===== src/hw/rtl/ccls_fifo.sv =====
// Short queue between the front end and the back end.
// No dependencies.
`timescale 1ns / 1ps
`default_nettype none

module ccls_fifo #(
   parameter int unsigned WIDTH  = 8,
   parameter int unsigned DEPTH  = 2,
   localparam int unsigned PTR_W = (DEPTH > 1) ? $clog2(DEPTH) : 1,
   localparam int unsigned CNT_W = $clog2(DEPTH + 1)
) (
   input  logic             clock,
   input  logic             reset,
   input  logic             push_valid,
   output logic             push_ready,
   input  logic [WIDTH-1:0] push_data,
   output logic             pop_valid,
   input  logic             pop,
   output logic [WIDTH-1:0] pop_data
);

   logic [WIDTH-1:0] entry_ff [DEPTH];
   logic [PTR_W-1:0] wr_ptr_ff, wr_ptr_in;
   logic [PTR_W-1:0] rd_ptr_ff, rd_ptr_in;
   logic [CNT_W-1:0] count_ff, count_in;
   logic             do_push, do_pop;

   assign push_ready = (count_ff != CNT_W'(DEPTH));
   assign pop_valid  = (count_ff != '0);
   assign pop_data   = entry_ff[rd_ptr_ff];
   assign do_push    = push_valid && push_ready;
   assign do_pop     = pop && pop_valid;

   // pointer and fill bookkeeping
   always_comb begin
      wr_ptr_in = wr_ptr_ff;
      rd_ptr_in = rd_ptr_ff;
      count_in  = count_ff;
      if (do_push) begin
         wr_ptr_in = (wr_ptr_ff == PTR_W'(DEPTH - 1)) ? '0 : wr_ptr_ff + 1'b1;
      end
      if (do_pop) begin
         rd_ptr_in = (rd_ptr_ff == PTR_W'(DEPTH - 1)) ? '0 : rd_ptr_ff + 1'b1;
      end
      if (do_push && !do_pop) begin
         count_in = count_ff + 1'b1;
      end else if (do_pop && !do_push) begin
         count_in = count_ff - 1'b1;
      end
   end

   always_ff @(posedge clock) begin
      if (reset) begin
         wr_ptr_ff <= '0;
         rd_ptr_ff <= '0;
         count_ff  <= '0;
      end else begin
         wr_ptr_ff <= wr_ptr_in;
         rd_ptr_ff <= rd_ptr_in;
         count_ff  <= count_in;
      end
   end

   // entry storage
   always_ff @(posedge clock) begin
      if (do_push) begin
         entry_ff[wr_ptr_ff] <= push_data;
      end
   end

endmodule

`default_nettype wire


===== config.mk =====
export PLATFORM = sky130hd
export DESIGN_NAME = ccls_fifo
export DESIGN_NICKNAME = d
export VERILOG_FILES = /design/src/hw/rtl/ccls_fifo.sv
export SDC_FILE = /design/constraint.sdc
export NUM_CORES = 1
export LEC_CHECK = 0
export ABC_AREA = 1
export BUFFER_PORTS_ARGS = -buffer_cell sky130_fd_sc_hd__buf_2
export CORE_ASPECT_RATIO = 1.1
export CORE_MARGIN = 5
export CORE_UTILIZATION = 40
export DETAILED_ROUTE_END_ITERATION = 6
export PLACE_DENSITY = 0.65
export SKIP_LAST_GASP = 1
export SYNTH_ARGS = -nofsm -noshare
export SYNTH_HDL_FRONTEND = slang
export SYNTH_SLANG_ARGS = --single-unit

===== constraint.sdc =====
create_clock -name clock -period 2.3 [get_ports clock]
set_clock_uncertainty 0.15 [all_clocks]
set_input_delay 0.69 -clock clock [delete_from_list [all_inputs] [get_ports clock]]
set_output_delay 0.69 -clock clock [all_outputs]
set_load 0.005 [all_outputs]

After elaboration in Yosys (flattened, before gate mapping)
Memory sizes are Yosys's and may differ from the RTL's. A register that Yosys moved wholly into a read port is not among the register bits.
Cells that the tools add are included.
{ "totals": {"ramBits": 16, "elab_cells": 25, "reg_bits": 4, "memories": 1} }
{ "op_classes": {"reduce_logical": 8, "add_sub_neg": 4, "eq_ne": 1, "muxes": 8} }
{ "mem_list": {"columns": ["name", "words", "word_bits", "read_ports", "rd_ports_with_merged_regs", "wr", "line_no", "text"], "rows": [
  ["entry_ff", 2, 8, 1, 1, 1, "22", "logic [WIDTH-1:0] entry_ff [DEPTH];"]
]} }
{ "ops": {"columns": ["operator", "n"], "rows": [
  ["$mux W1", 6],
  ["$logic_and A1 B1 Y1", 4],
  ["$mux W2", 2],
  ["$reduce_bool A2 Y1", 2],
  ["$add A1 B1 Y1 const B", 2],
  ["$add A2 B1 Y2 const B", 1],
  ["$logic_not A1 Y1", 2],
  ["$ne A2 B2 Y1 const B", 1],
  ["$sub A2 B1 Y2 const B", 1]
]} }

Depth between registers and ports, before layout
{ "logic_depth": {"ltp_word": 6, "ltp_mapped": 11} }

Worst setup path before layout
Ideal clock, no wire load.
{ "synth_timing": {"kind": "reg-to-output", "startpoint": "register (tool-made name)", "endpoint": "output port pop_data[0]", "arrival_time_ps": 802, "stages_incl_launch_ff": 3, "path_slack_ps": 658, "cell_sequence": "dfxtp_1 -> buf_2 -> mux2_2"} }
{ "synth_lines": {"columns": ["item", "line_no", "text"], "rows": [
  ["to (decl)", "19", "output logic [WIDTH-1:0] pop_data"]
]} }

==> run summary <==
The synthesized design devotes to its leading area cell type 58.2% of total area. STA puts the critical path data arrival time at 1350 ps. The pin slew with the least headroom to its limit works out to 362 ps.

Ranked by instance count, the synthesized netlist is headed by 16 x sky130_fd_sc_hd__edfxtp_1, 8 x sky130_fd_sc_hd__mux2_2, 7 x sky130_fd_sc_hd__nand2_1, 7 x sky130_fd_sc_hd__nor2_1, 6 x sky130_fd_sc_hd__inv_1. The class of the tightest hold or removal check was reg2reg. The cell type with the largest total area after synthesis is sky130_fd_sc_hd__edfxtp_1.

The site row count was 17; the die outline width was 53.3 µm. Cells fill 50.2% of the core in the end. The later pin in the worst-skew pair is clocked with a latency of 300 ps.

Synthesis produced 62 cells. Registers take 581 µm². Hold repair after CTS inserted 0 buffers.

After synthesis, flip-flops and latches occupy 70.3% of the total area. The tools report the total via count in the routed design as 512. Buffers inserted during clock tree synthesis total 3. The filler cells instantiated in the layout total 211. Port buffering added 21 buffers.

The floorplan step defined a die boundary enclosing 3070 µm². The run gives 0 as the initial antenna violation count. The number of global-route vias before repair was 530; the final RePlAce weighted congestion was 0.724. The total of warnings raised by yosys is 0. The count of max-cap constraint violations was 0; the number of distinct library cells after synthesis was 17. The mapped netlist covers 826 µm². Average vias per placed instance: 4.41. The total count of hold-check failures in the final report was 0; the routed length per instance was 11.0 µm. Number of setup violations in the final report: 0. The critical path in this run is classified as reg2out.

In this run, the number of DRC markers left after iteration 0 of detailed routing was 7. After layout, the worst path uses 95.1% of the clock period. The final layout contains 102 nets.

After clock tree synthesis, the repair step resized 0 gates. The detail route stage leaves a number of antenna-violating nets equal to 0. The final layout contains routed wiring with a total length of 1.27 mm.

Count of pins over their slew limit: 0. The power density of the placed cells was 987 nW/µm². Setup repair after global routing left no endpoint under its margin. The top flip-flop cell by instance count after synthesis is sky130_fd_sc_hd__edfxtp_1.

The clock edge transition at the registers on the reported setup and hold paths came out at 110 ps. By instance count, the leading cell after synthesis is sky130_fd_sc_hd__edfxtp_1. On the final layout, the worst hold slack is 354 ps. The number of register bits inferred by synthesis was 21. The run gives 0 as the total overflow reported by the global router.

STA classifies the critical path startpoint as a flip-flop. The run gives 1 as the CTS H-tree depth. Detailed placement finished with a half-perimeter wire length of 955 µm.

For the starting utilization of the core area, the log shows 41.3%. In the final timing run, aggregate negative setup slack is 0 ps. Once placement completed, the tool counted placed cells totaling 112. The height of the die works out to 57.7 µm. At the worst endpoint, the required time is 1460 ps. The run finished with clean final reports. For this design the top-level I/O count stands at 22.

Wire length of the first global-routing pass: 2.24 mm. The number of nets in the synthesized netlist is 75. Counting along the longest clock path gives a buffer depth of 2. Post-CTS timing repair inserted 0 buffers for setup. The worst IR drop on VDD is 0.000495 V, and the number of enable flip-flop cells after synthesis is 16.

The tools report the total non-filler cell area in the finished layout as 1000 µm². The worst pin sits at a relative slew slack of 75.8%. Relative area change from synthesis to final layout: 21.5%. The mean area per synthesized cell works out to 13.3 µm².

In this run the clock root is driven by a sky130_fd_sc_hd__clkbuf_4. The total DRC errors in the routed layout came out at 0. For this design the static power due to leakage is 0.420 nW.

Once placement finished, the instance area stood at 976 µm². Number of antenna diodes: 0. The pin count of the biggest net entering global routing is 13, and the fraction of final layout cells with drive strength greater than 1 is 44.3%. The fraction of registers with async set or reset after synthesis came out at 0%. The clock period minus final worst setup slack was 2190 ps. The endpoint kind of the worst setup timing path is a primary output.

By area the synthesized netlist is led by sky130_fd_sc_hd__edfxtp_1 58%, sky130_fd_sc_hd__dfxtp_1 12%, sky130_fd_sc_hd__mux2_2 11%. TritonCTS built the clock tree. The largest fanout on the critical path is 8, and the overall fraction of global-route tracks in use is 10.0%. Derived from the worst setup path, the maximum achievable clock frequency is 457 MHz. The logs give 2000 µm² for the core area and 3 for the first-pass iteration count of the detailed router.

Clock tree synthesis found a total of 21 sinks. The multi-input combinational cells in the finished layout cover a total of 209 µm². For the final instance count without filler cells, the log shows 116.
==> placed cells by master (no fill, tap or decap) <==
master,instances
sky130_fd_sc_hd__nand2_4,1
sky130_fd_sc_hd__o21ai_1,1
sky130_fd_sc_hd__buf_2,21
sky130_fd_sc_hd__mux2_2,8
sky130_fd_sc_hd__nand3_1,2
sky130_fd_sc_hd__edfxtp_1,16
sky130_fd_sc_hd__clkinv_2,2
sky130_fd_sc_hd__o21ai_0,1
sky130_fd_sc_hd__a21oi_1,2
sky130_fd_sc_hd__nand2_1,7
sky130_fd_sc_hd__inv_2,1
sky130_fd_sc_hd__nand2_2,1
sky130_fd_sc_hd__inv_1,6
sky130_fd_sc_hd__buf_4,2
sky130_fd_sc_hd__clkbuf_4,3
sky130_fd_sc_hd__ha_1,1
sky130_fd_sc_hd__dfxtp_1,5
sky130_fd_sc_hd__nor2_1,7
sky130_fd_sc_hd__nand4_1,1
==> flip-flops by register name, summed over array words and instances (netlist names), named ones only <==
name and count:
count_ff 2, rd_ptr_ff 1, entry_ff 16, wr_ptr_ff 1
==> metal layers <==
| metal | vias to the layer above | wire length [µm] | track usage, % |
|---|---|---|---|
| met5 | - | 0 | 0 |
| met1 | 234 | 529 | 11.5 |
| met4 | 0 | 0 | 5.47 |
| met3 | 0 | 115 | 3.60 |
| met2 | 14 | 628 | 15.9 |
| li1 | 264 | - | - |
==> kinds of logic (layout without fill, tap and decap cells) <==
kind of cell               count (synthesis)  count (layout)  synth area share (%)
muxes                                      8               8                  10.9
and+or+nand+nor                           19              19                  10.5
AOI/OAI and AO/OA                          4               4                  2.42
buffers and inverters                      9              35                  4.39
adders and majority gates                  1               1                  1.51
DFF                                       21              21                  70.3
==> worst max-delay path, stage by stage, from the launching register on <==
cell                      delay (ps)
sky130_fd_sc_hd__dfxtp_1         550
sky130_fd_sc_hd__mux2_2          380
sky130_fd_sc_hd__buf_2           130
==> metrics by stage <==
step,setup slack [ps],power [mW]
floorplan,658,0.725
global placement,421,0.827
detailed placement,426,0.836
CTS,74.4,1.00
global route,24.7,1.07
finish,112,0.991
==> worst paths after layout <==
| kind | cells past startpoint | slack [ps] | start | endpoint |
|---|---|---|---|---|
| worst min register to register | 1 | 350 | count_ff[0] | count_ff[0] |
| worst max register to register | 9 | 820 | count_ff[0] | count_ff[1] |
| worst min-delay path | 1 | 350 | count_ff[0] | count_ff[0] |
| worst max-delay path | 2 | 110 | flip-flop | pop_data[4] |
==> area by class of cell <==
class / count / share of cell area, %
tap: 28 / 3.49
clock buffer: 3 / 2.24
inverter: 8 / 3.12
timing repair buffer: 23 / 12.0
multi-input combinational: 32 / 20.8
clock inverter: 1 / 0.499
sequential: 21 / 57.9
==> power by group <==
group	internal [mW]	switching [mW]	total, mW
registers	0.484	0.0413	0.525
clock network	0.0647	0.105	0.170
logic	0.143	0.153	0.296
(Power assumes the default switching activity.)
