`src/hw/rtl/ccls_pkg.sv`:
```
// Package for the cyclic competition lattice step block: field widths, codes,
// register indexes and reset values, state and kind types, dominance lookup.
// No dependencies.
`timescale 1ns / 1ps
`default_nettype none

package ccls_pkg;

   // lattice geometry default and queue depth between front and back
   localparam int unsigned SIDE_DEFAULT = 64;
   localparam int unsigned QUEUE_DEPTH  = 2;

   // field widths
   localparam int unsigned CMD_W   = 2;
   localparam int unsigned IDX_W   = 12;
   localparam int unsigned DIR_W   = 3;
   localparam int unsigned DRAW_W  = 16;
   localparam int unsigned CODE_W  = 3;
   localparam int unsigned OUT_W   = 3;
   localparam int unsigned DOM_W   = 49;
   localparam int unsigned LIMIT_W = 16;

   // stream and register port widths
   localparam int unsigned REQ_DATA_W = 40;
   localparam int unsigned RSP_DATA_W = 24;
   localparam int unsigned RSP_PAD_W  = RSP_DATA_W - OUT_W - IDX_W - CODE_W;
   localparam int unsigned CSR_IDX_W  = 3;
   localparam int unsigned CSR_DATA_W = 49;

   // commands carried in req_tuser
   typedef enum logic [CMD_W-1:0] {
      CMD_STEP   = 2'd0,
      CMD_WRITE  = 2'd1,
      CMD_READ   = 2'd2,
      CMD_UNUSED = 2'd3
   } command_type;

   // neighbour directions
   typedef enum logic [DIR_W-1:0] {
      DIR_UP         = 3'd0,
      DIR_DOWN       = 3'd1,
      DIR_LEFT       = 3'd2,
      DIR_RIGHT      = 3'd3,
      DIR_UP_LEFT    = 3'd4,
      DIR_UP_RIGHT   = 3'd5,
      DIR_DOWN_LEFT  = 3'd6,
      DIR_DOWN_RIGHT = 3'd7
   } direction_type;

   // result outcome codes
   localparam logic [OUT_W-1:0] OUT_NONE         = 3'd0;
   localparam logic [OUT_W-1:0] OUT_SWAP         = 3'd1;
   localparam logic [OUT_W-1:0] OUT_NB_EMPTIED   = 3'd2;
   localparam logic [OUT_W-1:0] OUT_CELL_EMPTIED = 3'd3;
   localparam logic [OUT_W-1:0] OUT_NB_FILLED    = 3'd4;
   localparam logic [OUT_W-1:0] OUT_CELL_FILLED  = 3'd5;
   localparam logic [OUT_W-1:0] OUT_ACCESS       = 3'd6;

   // configuration register indexes
   localparam logic [CSR_IDX_W-1:0] CSR_SPECIES_COUNT = 3'd0;
   localparam logic [CSR_IDX_W-1:0] CSR_DOMINANCE     = 3'd1;
   localparam logic [CSR_IDX_W-1:0] CSR_EIGHT_NB      = 3'd2;
   localparam logic [CSR_IDX_W-1:0] CSR_WRAP_EDGES    = 3'd3;
   localparam logic [CSR_IDX_W-1:0] CSR_MIGRATE_LIMIT = 3'd4;
   localparam logic [CSR_IDX_W-1:0] CSR_INTERACT_LIMIT = 3'd5;

   // configuration reset values
   localparam logic [CODE_W-1:0]  RST_SPECIES_COUNT  = 3'd5;
   localparam logic [DOM_W-1:0]   RST_DOMINANCE      = '0;
   localparam logic               RST_EIGHT_NB       = 1'b0;
   localparam logic               RST_WRAP_EDGES     = 1'b1;
   localparam logic [LIMIT_W-1:0] RST_MIGRATE_LIMIT  = 16'd16384;
   localparam logic [LIMIT_W-1:0] RST_INTERACT_LIMIT = 16'd49152;

   // what the back end does with a queued transaction
   typedef enum logic [2:0] {
      KIND_ZERO  = 3'd0,  // unused command or step outside the lattice
      KIND_STEP  = 3'd1,
      KIND_WRITE = 3'd2,
      KIND_READ  = 3'd3,
      KIND_VOID  = 3'd4   // cell access outside the lattice
   } item_kind_type;

   // back end sequencer
   typedef enum logic [1:0] {
      ST_CLEAR  = 2'd0,
      ST_READ   = 2'd1,
      ST_EVAL   = 2'd2,
      ST_WRITE2 = 2'd3
   } back_state_type;

   // species win beats species lose; empty cells and bits past the matrix never win
   function automatic logic beats(input logic [CODE_W-1:0]  win,
                                  input logic [CODE_W-1:0]  lose,
                                  input logic [CODE_W-1:0]  count,
                                  input logic [DOM_W-1:0]   dom);
      logic [5:0] bit_pos;
      logic       result;
      bit_pos = 6'(win - 3'd1) * 6'(count) + 6'(lose - 3'd1);
      result  = 1'b0;
      if ((win != '0) && (lose != '0) && (bit_pos < 6'(DOM_W))) begin
         result = dom[bit_pos];
      end
      return result;
   endfunction

endpackage

`default_nettype wire

```
`src/hw/rtl/ccls_front.sv`:
```
// Front end: accepts request transactions, splits the cell index into row and
// column, finds the neighbour index and classifies the command. Uses ccls_pkg.
`timescale 1ns / 1ps
`default_nettype none

module ccls_front import ccls_pkg::*; #(
   parameter int unsigned SIDE = SIDE_DEFAULT,
   localparam int unsigned AW  = $clog2(SIDE * SIDE)
) (
   input  logic                  clock,
   input  logic                  reset,
   input  logic                  enable,
   input  logic                  req_tvalid,
   output logic                  req_tready,
   input  logic [REQ_DATA_W-1:0] req_tdata,
   input  logic [CMD_W-1:0]      req_tuser,
   input  logic                  eight_neighbours,
   input  logic                  wrap_edges,
   output logic                  push_valid,
   input  logic                  push_ready,
   output item_kind_type         push_kind,
   output logic [AW-1:0]         push_idx,
   output logic [AW-1:0]         push_nidx,
   output logic [DRAW_W-1:0]     push_draw,
   output logic [CODE_W-1:0]     push_wval
);

   localparam int unsigned CELLS       = SIDE * SIDE;
   localparam int unsigned CW          = $clog2(SIDE);
   localparam int unsigned MOD         = 1 << AW;
   localparam int unsigned RECIP_SHIFT = 24;
   localparam int unsigned RECIP       = (1 << RECIP_SHIFT) / SIDE;
   localparam int unsigned PROD_W      = IDX_W + RECIP_SHIFT;

   // index offsets, modulo 2**AW
   localparam logic [AW-1:0] STEP_ROW_DN       = AW'(SIDE);
   localparam logic [AW-1:0] STEP_ROW_UP       = AW'(MOD - SIDE);
   localparam logic [AW-1:0] STEP_ROW_TO_LAST  = AW'(SIDE * (SIDE - 1));
   localparam logic [AW-1:0] STEP_ROW_TO_FIRST = AW'(MOD - SIDE * (SIDE - 1));
   localparam logic [AW-1:0] STEP_COL_RT       = AW'(1);
   localparam logic [AW-1:0] STEP_COL_LT       = AW'(MOD - 1);
   localparam logic [AW-1:0] STEP_COL_TO_LAST  = AW'(SIDE - 1);
   localparam logic [AW-1:0] STEP_COL_TO_FIRST = AW'(MOD - (SIDE - 1));

   logic                accept;
   logic [PROD_W-1:0]   prod;

   logic                s0_valid_ff, s0_valid_in;
   command_type         s0_cmd_ff;
   logic [IDX_W-1:0]    s0_idx_ff;
   logic [DIR_W-1:0]    s0_dir_ff;
   logic [DRAW_W-1:0]   s0_draw_ff;
   logic [CODE_W-1:0]   s0_wval_ff;
   logic [IDX_W-1:0]    s0_qest_ff;

   logic [IDX_W:0]      qs, rem;
   logic [IDX_W-1:0]    row;
   logic [CW-1:0]       col;
   logic                in_range;
   direction_type       dir_eff;
   logic                go_up, go_down, go_left, go_right;
   logic [AW-1:0]       row_step, col_step;

   assign req_tready = enable && (!s0_valid_ff || push_ready);
   assign accept     = req_tvalid && req_tready;

   // row estimate by reciprocal multiply; low by at most one
   assign prod = PROD_W'(req_tdata[IDX_W-1:0]) * PROD_W'(RECIP);

   // input stage
   always_comb begin
      s0_valid_in = s0_valid_ff;
      if (accept) begin
         s0_valid_in = 1'b1;
      end else if (push_ready) begin
         s0_valid_in = 1'b0;
      end
   end

   always_ff @(posedge clock) begin
      if (reset) begin
         s0_valid_ff <= 1'b0;
      end else begin
         s0_valid_ff <= s0_valid_in;
      end
   end

   always_ff @(posedge clock) begin
      if (accept) begin
         s0_cmd_ff  <= command_type'(req_tuser);
         s0_idx_ff  <= req_tdata[IDX_W-1:0];
         s0_dir_ff  <= req_tdata[IDX_W +: DIR_W];
         s0_draw_ff <= req_tdata[IDX_W + DIR_W +: DRAW_W];
         s0_wval_ff <= req_tdata[IDX_W + DIR_W + DRAW_W +: CODE_W];
         s0_qest_ff <= IDX_W'(prod >> RECIP_SHIFT);
      end
   end

   // remainder correction gives row and column
   always_comb begin
      qs  = (IDX_W + 1)'(s0_qest_ff) * (IDX_W + 1)'(SIDE);
      rem = {1'b0, s0_idx_ff} - qs;
      if (rem >= (IDX_W + 1)'(SIDE)) begin
         row = s0_qest_ff + 1'b1;
         col = CW'(rem - (IDX_W + 1)'(SIDE));
      end else begin
         row = s0_qest_ff;
         col = CW'(rem);
      end
      in_range = (32'(s0_idx_ff) < 32'(CELLS));
   end

   // direction decode; four-neighbour mode keeps the low two bits
   always_comb begin
      dir_eff  = eight_neighbours ? direction_type'(s0_dir_ff)
                                  : direction_type'({1'b0, s0_dir_ff[1:0]});
      go_up    = 1'b0;
      go_down  = 1'b0;
      go_left  = 1'b0;
      go_right = 1'b0;
      case (dir_eff)
         DIR_UP:         go_up = 1'b1;
         DIR_DOWN:       go_down = 1'b1;
         DIR_LEFT:       go_left = 1'b1;
         DIR_RIGHT:      go_right = 1'b1;
         DIR_UP_LEFT:    begin go_up = 1'b1;   go_left = 1'b1;  end
         DIR_UP_RIGHT:   begin go_up = 1'b1;   go_right = 1'b1; end
         DIR_DOWN_LEFT:  begin go_down = 1'b1; go_left = 1'b1;  end
         DIR_DOWN_RIGHT: begin go_down = 1'b1; go_right = 1'b1; end
         default:        ;
      endcase
   end

   // index offsets: wrap jumps to the far edge, reflect reverses the move
   always_comb begin
      row_step = '0;
      col_step = '0;
      if (go_up) begin
         if (row == '0) begin
            row_step = wrap_edges ? STEP_ROW_TO_LAST : STEP_ROW_DN;
         end else begin
            row_step = STEP_ROW_UP;
         end
      end else if (go_down) begin
         if (row == IDX_W'(SIDE - 1)) begin
            row_step = wrap_edges ? STEP_ROW_TO_FIRST : STEP_ROW_UP;
         end else begin
            row_step = STEP_ROW_DN;
         end
      end
      if (go_left) begin
         if (col == '0) begin
            col_step = wrap_edges ? STEP_COL_TO_LAST : STEP_COL_RT;
         end else begin
            col_step = STEP_COL_LT;
         end
      end else if (go_right) begin
         if (col == CW'(SIDE - 1)) begin
            col_step = wrap_edges ? STEP_COL_TO_FIRST : STEP_COL_LT;
         end else begin
            col_step = STEP_COL_RT;
         end
      end
   end

   // classification
   always_comb begin
      case (s0_cmd_ff)
         CMD_STEP:  push_kind = in_range ? KIND_STEP : KIND_ZERO;
         CMD_WRITE: push_kind = in_range ? KIND_WRITE : KIND_VOID;
         CMD_READ:  push_kind = in_range ? KIND_READ : KIND_VOID;
         default:   push_kind = KIND_ZERO;
      endcase
   end

   assign push_valid = s0_valid_ff;
   assign push_idx   = AW'(s0_idx_ff);
   assign push_nidx  = AW'(s0_idx_ff) + row_step + col_step;
   assign push_draw  = s0_draw_ff;
   assign push_wval  = s0_wval_ff;

endmodule

`default_nettype wire

```
`config.mk`:
```
export PLATFORM = sky130hd
export DESIGN_NAME = ccls_front
export DESIGN_NICKNAME = d
export VERILOG_FILES = /design/src/hw/rtl/ccls_pkg.sv /design/src/hw/rtl/ccls_front.sv
export SDC_FILE = /design/constraint.sdc
export NUM_CORES = 1
export LEC_CHECK = 0
export ABC_AREA = 1
export ABC_CLOCK_PERIOD_IN_PS = 4980
export BUFFER_PORTS_ARGS = -buffer_cell sky130_fd_sc_hd__clkbuf_2
export CORE_MARGIN = 10
export CORE_UTILIZATION = 45
export CTS_CLUSTER_SIZE = 16
export DETAILED_ROUTE_END_ITERATION = 6
export PLACE_DENSITY = 0.75
export SYNTH_ARGS = -nofsm -noshare
export SYNTH_HDL_FRONTEND = slang
export SYNTH_SLANG_ARGS = --single-unit
```
`constraint.sdc`:
```
create_clock -name clock -period 4.98 [get_ports clock]
set_input_delay 0.996 -clock clock [delete_from_list [all_inputs] [get_ports clock]]
set_output_delay 0.996 -clock clock [all_outputs]
set_load 0.02 [all_outputs]
```
* Word-level counts from Yosys, hierarchy flattened
Index checks and enable logic that the tools add are counted.
** Word-level totals
- Register bits after elaboration :: 43
- Output and inout bits :: 48
- Input port bits :: 49
** Cells by class
- Reductions and logical operators :: 13
- Equality and inequality tests :: 11
- Muxes and demuxes :: 22
- Magnitude comparators :: 1
- Add/subtract/negate cells :: 5
** Operators by type and width (count)
- 12-bit 2-to-1 mux :: 10
- 12-bit adder :: 2
- 6-bit 2-to-1 mux :: 3
- 13-bit by 7-bit >= comparator with 1-bit output (second input constant) :: 1
- 12-bit by 12-bit subtractor with 13-bit output :: 1
- 12-bit by 6-bit == test with 1-bit output (second input constant) :: 1
- 3-bit == test (second input constant) :: 4
- 12-bit logical NOT :: 1
- 3-bit OR reduction :: 4
- 6-bit by 1-bit adder with 7-bit output (second input constant) :: 1
- 7-bit 2-to-1 mux :: 1
- 3-bit by 2-bit == test with 1-bit output (second input constant) :: 2
- 6-bit == test (second input constant) :: 1
- 6-bit logical NOT :: 1
- 1-bit 2-to-1 mux :: 6
- 2-bit one-hot mux with 3 select lines :: 1
- 6-bit by 1-bit subtractor with 6-bit output (second input constant) :: 1
- 3-bit by 1-bit == test with 1-bit output (second input constant) :: 1
- 3-bit logical NOT :: 1
- 3-bit 2-to-1 mux :: 1
- 2-bit by 1-bit == test with 1-bit output (second input constant) :: 1
- 2-bit == test (second input constant) :: 1
- 1-bit logical AND :: 2
- 2-bit logical NOT :: 1
- 3 further kinds :: 3

* Logic depth before layout (Yosys ltp)
Gate-level depths: netlist of run 1.
- Depth after elaboration :: 9
- Depth in mapped cells :: 16
- Gate-level depth less buffers :: 16

* Worst setup path after synthesis of run 1
OpenSTA, ideal clock, no wires.
- Kind :: input -> output
- Start :: input eight_neighbours
- End :: output push_nidx[9]
- Arrival :: 3279 ps
- Setup slack :: 705 ps
- Buffers on the path :: 0
- Stages on the path :: 12
- Cell sequence :: nand2_2 nand2_1 nand3_2 o21ai_0 ha_1 ha_1 inv_1 fa_1 o31ai_2 nand2_1 nand2_1 xor2_1
** On the way
- Word-level cells in the longest chain between the ends :: 8
** RTL lines
- start, declared :: line ccls_front.sv:17 : input logic eight_neighbours,
- 3-bit 2-to-1 mux (*) :: line ccls_front.sv:115 : dir_eff = eight_neighbours ? direction_type'(s0_dir_ff)
- 3-bit == test or 3-bit by 1-bit == test with 1-bit output (tied branches) :: line ccls_front.sv:121 : case (dir_eff)
- 3-bit OR reduction (no line)
- 1-bit 2-to-1 mux :: line ccls_front.sv:121
- 12-bit 2-to-1 mux :: line ccls_front.sv:144 : end else if (go_down) begin
- 12-bit 2-to-1 mux :: line ccls_front.sv:138 : if (go_up) begin
- 12-bit adder :: line ccls_front.sv:178 : assign push_nidx = AW'(s0_idx_ff) + row_step + col_step;
- 12-bit adder (*) :: line ccls_front.sv:178
- end, declared :: line ccls_front.sv:23 : output logic [AW-1:0] push_nidx,
Every way passes the cells marked *; elsewhere a longest branch is shown, timed or not.

* Worst setup path after layout of run 1
Ends and elaborated chain as after synthesis.

==> impl_metrics.toml, run 1 <==
[sta]
rsz0062_at_grt = "no"
clock_skew_ps = 5.38
period_share_pct = 92.4
final_hold_viol_count = 0
fin_crit_ps = 4600
slew_viol_final = 0
tightest_slew_ps = 567
slew_headroom_pct = 61.8
setup_viol = 0
layout_setup_ws_ps = 381
fmax_mhz = 217
setup-tns-final_ps = 0
timing.hold.ws_ps = 628

[detailed_routing]
drt-met1-wl_mm = 1.84
firstDrtPassIters = 4
via_per_inst = 4.72
routed.top_layer = "met4"
wirelength_mm = 4.84
num_vias = 1658
drc = 0
wl_met2_mm = 2.17
postRouteAntennaNets = 0
wire_per_inst_um = 13.8
wl_met3_um = 742
dr.first_iter.drc_count = 28

[clock_network]
clock_path_buffers = 2
clk_pin_slew_worst_paths_ps = 60
cts_tree = "built"
worstSkewPairLatency_ps = 280
cts_buffers = 5
post_cts_buffers = 0
cts_max_level = 2
cts_sinks = 37
cts_hold_buf = 0
root_buffer = "clkbuf_8"
cts_resized = 0

[synthesis]
netlist_instances = 200
seq_area_frac_synth_pct = 51.4
ys_seq_elements = 37
synth_nets = 273
synthDistinctLibCells = 31
syn_avg_cell_area_um2 = 10.7
synth_area_um2 = 2140
yosys_warnings = 0

[pwr]
p_sw_w = 0.000245
powerDensity_nw_per_um2 = 284
sw_frac_of_total_pct = 31.4
leakage_nw = 1.36
p_comb_share_pct = 29.4
vdd_drop_max_v = 0.000242
p_seq_share_pct = 46.9
power.total_w = 0.000780
clock_power_share_pct = 23.7
intPower_w = 0.000536

[critical_path]
cpMostUsedCell = "nand2_1"
worstSetupPathType = "in -> out"
r2r_slack_ps = 3790
cp-start-kind = "input pin"
path_buf_inv = 3
crit_family = "compound AO/OA/AOI/OAI gates"
cp_max_fo = 5
slowest_delay_ps = 480
path_cells = "clkbuf_2 -> nand2_2 -> nand2_1 -> nand3_2 -> o21ai_0 -> ha_1 -> ha_1 -> inv_1 -> fa_1 -> o31ai_2 -> nand2_1 -> nand2_1 -> xor2_1 -> clkbuf_2"
arrival_ps = 3600
slowest_stage = "o21ai_0"
crit_path_end_kind = "output pin"
cp.required_ps = 3980

[place]
globalplace.congestion = 0.846
dp_hpwl_mm = 4.19
dpl_worst_slack_ps = 307
placed_cell_area_um2 = 2670
portBuffers = 89

[die]
die_area_um2 = 7920
fp.dieH_um = 89.0
coreArea_um2 = 4660
rows = 25
initial_core_util_pct = 46.0
ios = 97
die_width_um = 89.0

[grt]
grt_max_degree = 20
grt-ovfl-total = 0
antenna_found_initial = 0
groute.usage.overall_pct = 13.6
grt_pass1_vias = 1819
grt_pass1_wl_mm = 8.35

[layout]
seqCellArea_um2 = 1100
fillCellCount = 388
antenna_cells = 0
nets = 370
syn2layout_area_growth_pct = 28.1
drive_above_1_share_pct = 39.4
stdcell_area_um2 = 2740
multi_input_area_um2 = 908

[job]
maxCapViolCount = 0

[run_status]
status = "complete, no violations"

[hold_path]
hold_class = "reg -> reg"
## flip-flops by register name, indices dropped and copies added (netlist names)
| signal | cells |
|---|---|
| push_idx | 12 |
| push_draw | 16 |
| s0_cmd_ff | 2 |
| push_valid | 1 |
| push_wval | 3 |
| s0_dir_ff | 3 |
## power groups by stage
stage	sequential, W	combinational, W	clock (W)
after global routing	0.000368	0.000261	0.000205
after global placement	0.000372	0.000230	0
after floorplan	0.000387	0.000143	0
final	0.000366	0.000229	0.000185
after detailed placement	0.000373	0.000234	0
after CTS	0.000366	0.000234	0.000191
## placed cells by master (no fill, tap or decap), types with 2 or more instances in the layout
cell type  synthesis  layout
nand3_2            3       3
nand2_1           26      26
nor2_2             2       2
ha_1              18      18
xnor2_1            3       3
clkbuf_8           0       5
clkbuf_2           0      89
buf_4              1       2
inv_2              2       2
o21ai_0            6       6
nor2_1            21      21
fa_1               6       6
a21oi_1            6       6
nand3_1           11      11
nor3_1             2       2
nand2_2            5       5
inv_1             31      31
edfxtp_1          36      36
a21oi_2            2       2
xor2_1             6       6
## final timing paths
check / to / startpoint / cells after the start
hold reg to reg: push_valid$_SDFFE_PP0P_ / push_valid$_SDFFE_PP0P_ / 4
setup / recovery: push_nidx[9] / eight_neighbours / 14
hold / removal: push_valid$_SDFFE_PP0P_ / push_valid$_SDFFE_PP0P_ / 4
setup reg to reg: push_draw[3]$_DFFE_PP_ / push_valid$_SDFFE_PP0P_ / 4
## per-stage QoR
stage / util [%] / cells
after global routing: 58.9 / 351
after global placement: 57.2 / 344
final: 58.9 / 351
after CTS: 58.9 / 351
after floorplan: - / 200
after detailed placement: 57.2 / 344
## cells in the mapped netlist, drive strengths merged
cell	n	share of area, %
inv	34	6.1
nor3	3	0.93
o31ai	1	0.58
nand2	32	6.5
o21ai	8	2.0
o21bai	1	0.35
nor2	23	4.3
conb	1	0.18
or2	1	0.29
ha	18	11
a21boi	1	0.35
nand3	14	4.0
nor3b	1	0.35
xor2	6	2.5
edfxtp	36	50
buf	1	0.35
a21oi	8	2.2
dfxtp	1	0.93
fa	6	5.6
xnor2	3	1.2
a31oi	1	0.29
## metal layers
layer	vias to the layer above	track usage (%)
met5	-	0
met4	0	6.07
met3	5	8.66
met2	75	21.0
met1	722	14.3
li1	856	-
## layout make-up
type,count,share of cell area [%]
inverter,34,4.74
timing repair buffer,91,16.8
multi-input combinational,128,33.1
clock inverter,1,0.137
tap,54,2.46
clock buffer,6,2.64
sequential,37,40.1
## tightest hold or removal path, delay by kind of cell (launching register included)
family,cells,cell delay [ps]
compound gates,1,130
buf+inv,2,90
flops,1,310
simple gates,1,60
## cells by family after synthesis
logic type | Yosys count | synth area share [%]
DFF | 37 | 51.4
adders and majority gates | 24 | 16.1
AOI/OAI and AO/OA | 20 | 5.84
other | 1 | 0.175
buffers and inverters | 35 | 6.43
and+or+nand+nor | 74 | 16.4
xor gates and xnor gates | 9 | 3.68
Power figures use the tool's default switching activity.
==> inputs of run 2 (changes only) <==
- CORE_ASPECT_RATIO: unset -> 0.9
- GPL_ROUTABILITY_DRIVEN: unset -> 0
==> impl_metrics.toml, run 2 (synthesis gave the netlist of run 1 again) <==
[run_status]
status = "complete, no violations"

[die]
die_width_um = 92.7
rows = 23
coreArea_um2 = 4520
fp.dieH_um = 85.5
die_area_um2 = 7920
ios = 97
initial_core_util_pct = 47.4

[critical_path]
arrival_ps = 3620
worstSetupPathType = "in -> out"
crit_path_end_kind = "output pin"
cp_max_fo = 5
r2r_cells = 4
cp-start-kind = "input pin"
cp.required_ps = 3980

[clock_network]
clock_path_buffers = 2
post_cts_buffers = 0
cts_resized = 0
worstSkewPairLatency_ps = 280
clk_pin_slew_worst_paths_ps = 60
cts_tree = "built"
root_buffer = "clkbuf_8"
cts_sinks = 37
cts_buffers = 5
cts_hold_buf = 0
cts_max_level = 2

[layout]
final_cell_count_no_fill = 359
fillCellCount = 396
syn2layout_area_growth_pct = 28.5
largest_register_ffs = 16
antenna_cells = 0
final_cell_mix = "clkbuf_2 (89), edfxtp_1 (36), inv_1 (31), nand2_1 (26), nor2_1 (21)"
seqCellArea_um2 = 1100
drive_above_1_share_pct = 39.7
nets = 369
multi_input_area_um2 = 908
final_common_cell = "clkbuf_2"

[detailed_routing]
via_per_inst = 4.56
num_vias = 1637
postRouteAntennaNets = 0
dr.first_iter.drc_count = 35
wire_per_inst_um = 13.6
wirelength_mm = 4.87
firstDrtPassIters = 4
drc = 0

[pwr]
leakage_nw = 1.36
power.total_w = 0.000786
powerDensity_nw_per_um2 = 286
vdd_drop_max_v = 0.000268

[place]
dp.cells = 351
dp_hpwl_mm = 4.24
dpl_worst_slack_ps = 340
portBuffers = 89

[sta]
slew_viol_final = 0
fmax_mhz = 217
clock_skew_ps = 5.57
final_hold_viol_count = 0
rsz0062_at_grt = "no"
tightest_slew_ps = 552
timing.hold.ws_ps = 626
period_share_pct = 92.7
layout_setup_ws_ps = 364
setup_viol = 0
setup-tns-final_ps = 0
fin_crit_ps = 4620
slew_headroom_pct = 62.8

[job]
maxCapViolCount = 0

[grt]
groute.usage.overall_pct = 13.0
antenna_found_initial = 0
grt_pass1_vias = 1765
grt_max_degree = 38
grt_pass1_wl_mm = 8.20
grt-ovfl-total = 0

[hold_path]
hold_class = "reg -> reg"
min_path_cells = 4
run 2: cell types whose count changed in the layout (fill, tap and decap cells not counted), sizes merged:
cell,previous run,this run
buf,2,1
clkinv,1,2
run 2: report_power, final:
group	leakage, nW	internal [W]	switching, W
combinational	0.966	0.0000827	0.000145
clock	0.0450	0.0000967	0.0000952
sequential	0.345	0.000358	0.00000780
run 2: path summary, 6_finish.rpt:
kind / slack [ps] / start / end
worst max-delay path: 360 / eight_neighbours / push_nidx[9]
worst min-delay path: 630 / push_valid$_SDFFE_PP0P_ / push_valid$_SDFFE_PP0P_
worst max register to register: 3640 / push_valid$_SDFFE_PP0P_ / push_draw[10]$_DFFE_PP_
worst min register to register: 630 / push_valid$_SDFFE_PP0P_ / push_valid$_SDFFE_PP0P_
run 2: stage by stage:
stage	util (%)	instance area, µm²
2_1_floorplan	-	2140
3_3_place_gp	59.1	2670
3_5_place_dp	59.1	2670
4_1_cts	60.9	2750
5_1_grt	60.9	2750
6_report	60.9	2750
run 2: routing by layer:
| layer | vias up | part of all wire (%) | wire [µm] | track usage [%] |
|---|---|---|---|---|
| met5 | - | 0 | 0 | 0 |
| met3 | 5 | 16 | 793 | 9.42 |
| met1 | 713 | 37 | 1790 | 11.9 |
| li1 | 852 | - | - | - |
| met2 | 67 | 45 | 2200 | 21.3 |
| met4 | 0 | 1.8 | 87 | 5.88 |
run 2: critical path, stage by stage:
cell,delay (ps)
clkbuf_2,80
nand2_2,90
nand2_1,120
nand3_2,110
o21ai_0,470
ha_1,210
ha_1,190
inv_1,90
fa_1,440
o31ai_2,340
nand2_1,100
nand2_1,80
xor2_1,140
clkbuf_2,180
run 2: final cells by class:
| cell class | instances | area share, % |
|---|---|---|
| clock buffers | 6 | 2.64 |
| flip-flops and latches | 37 | 40.0 |
| multi-input cells | 128 | 33.0 |
| clock inverters | 2 | 0.364 |
| repair buffers | 90 | 16.5 |
| well taps | 62 | 2.82 |
| inverters | 34 | 4.73 |
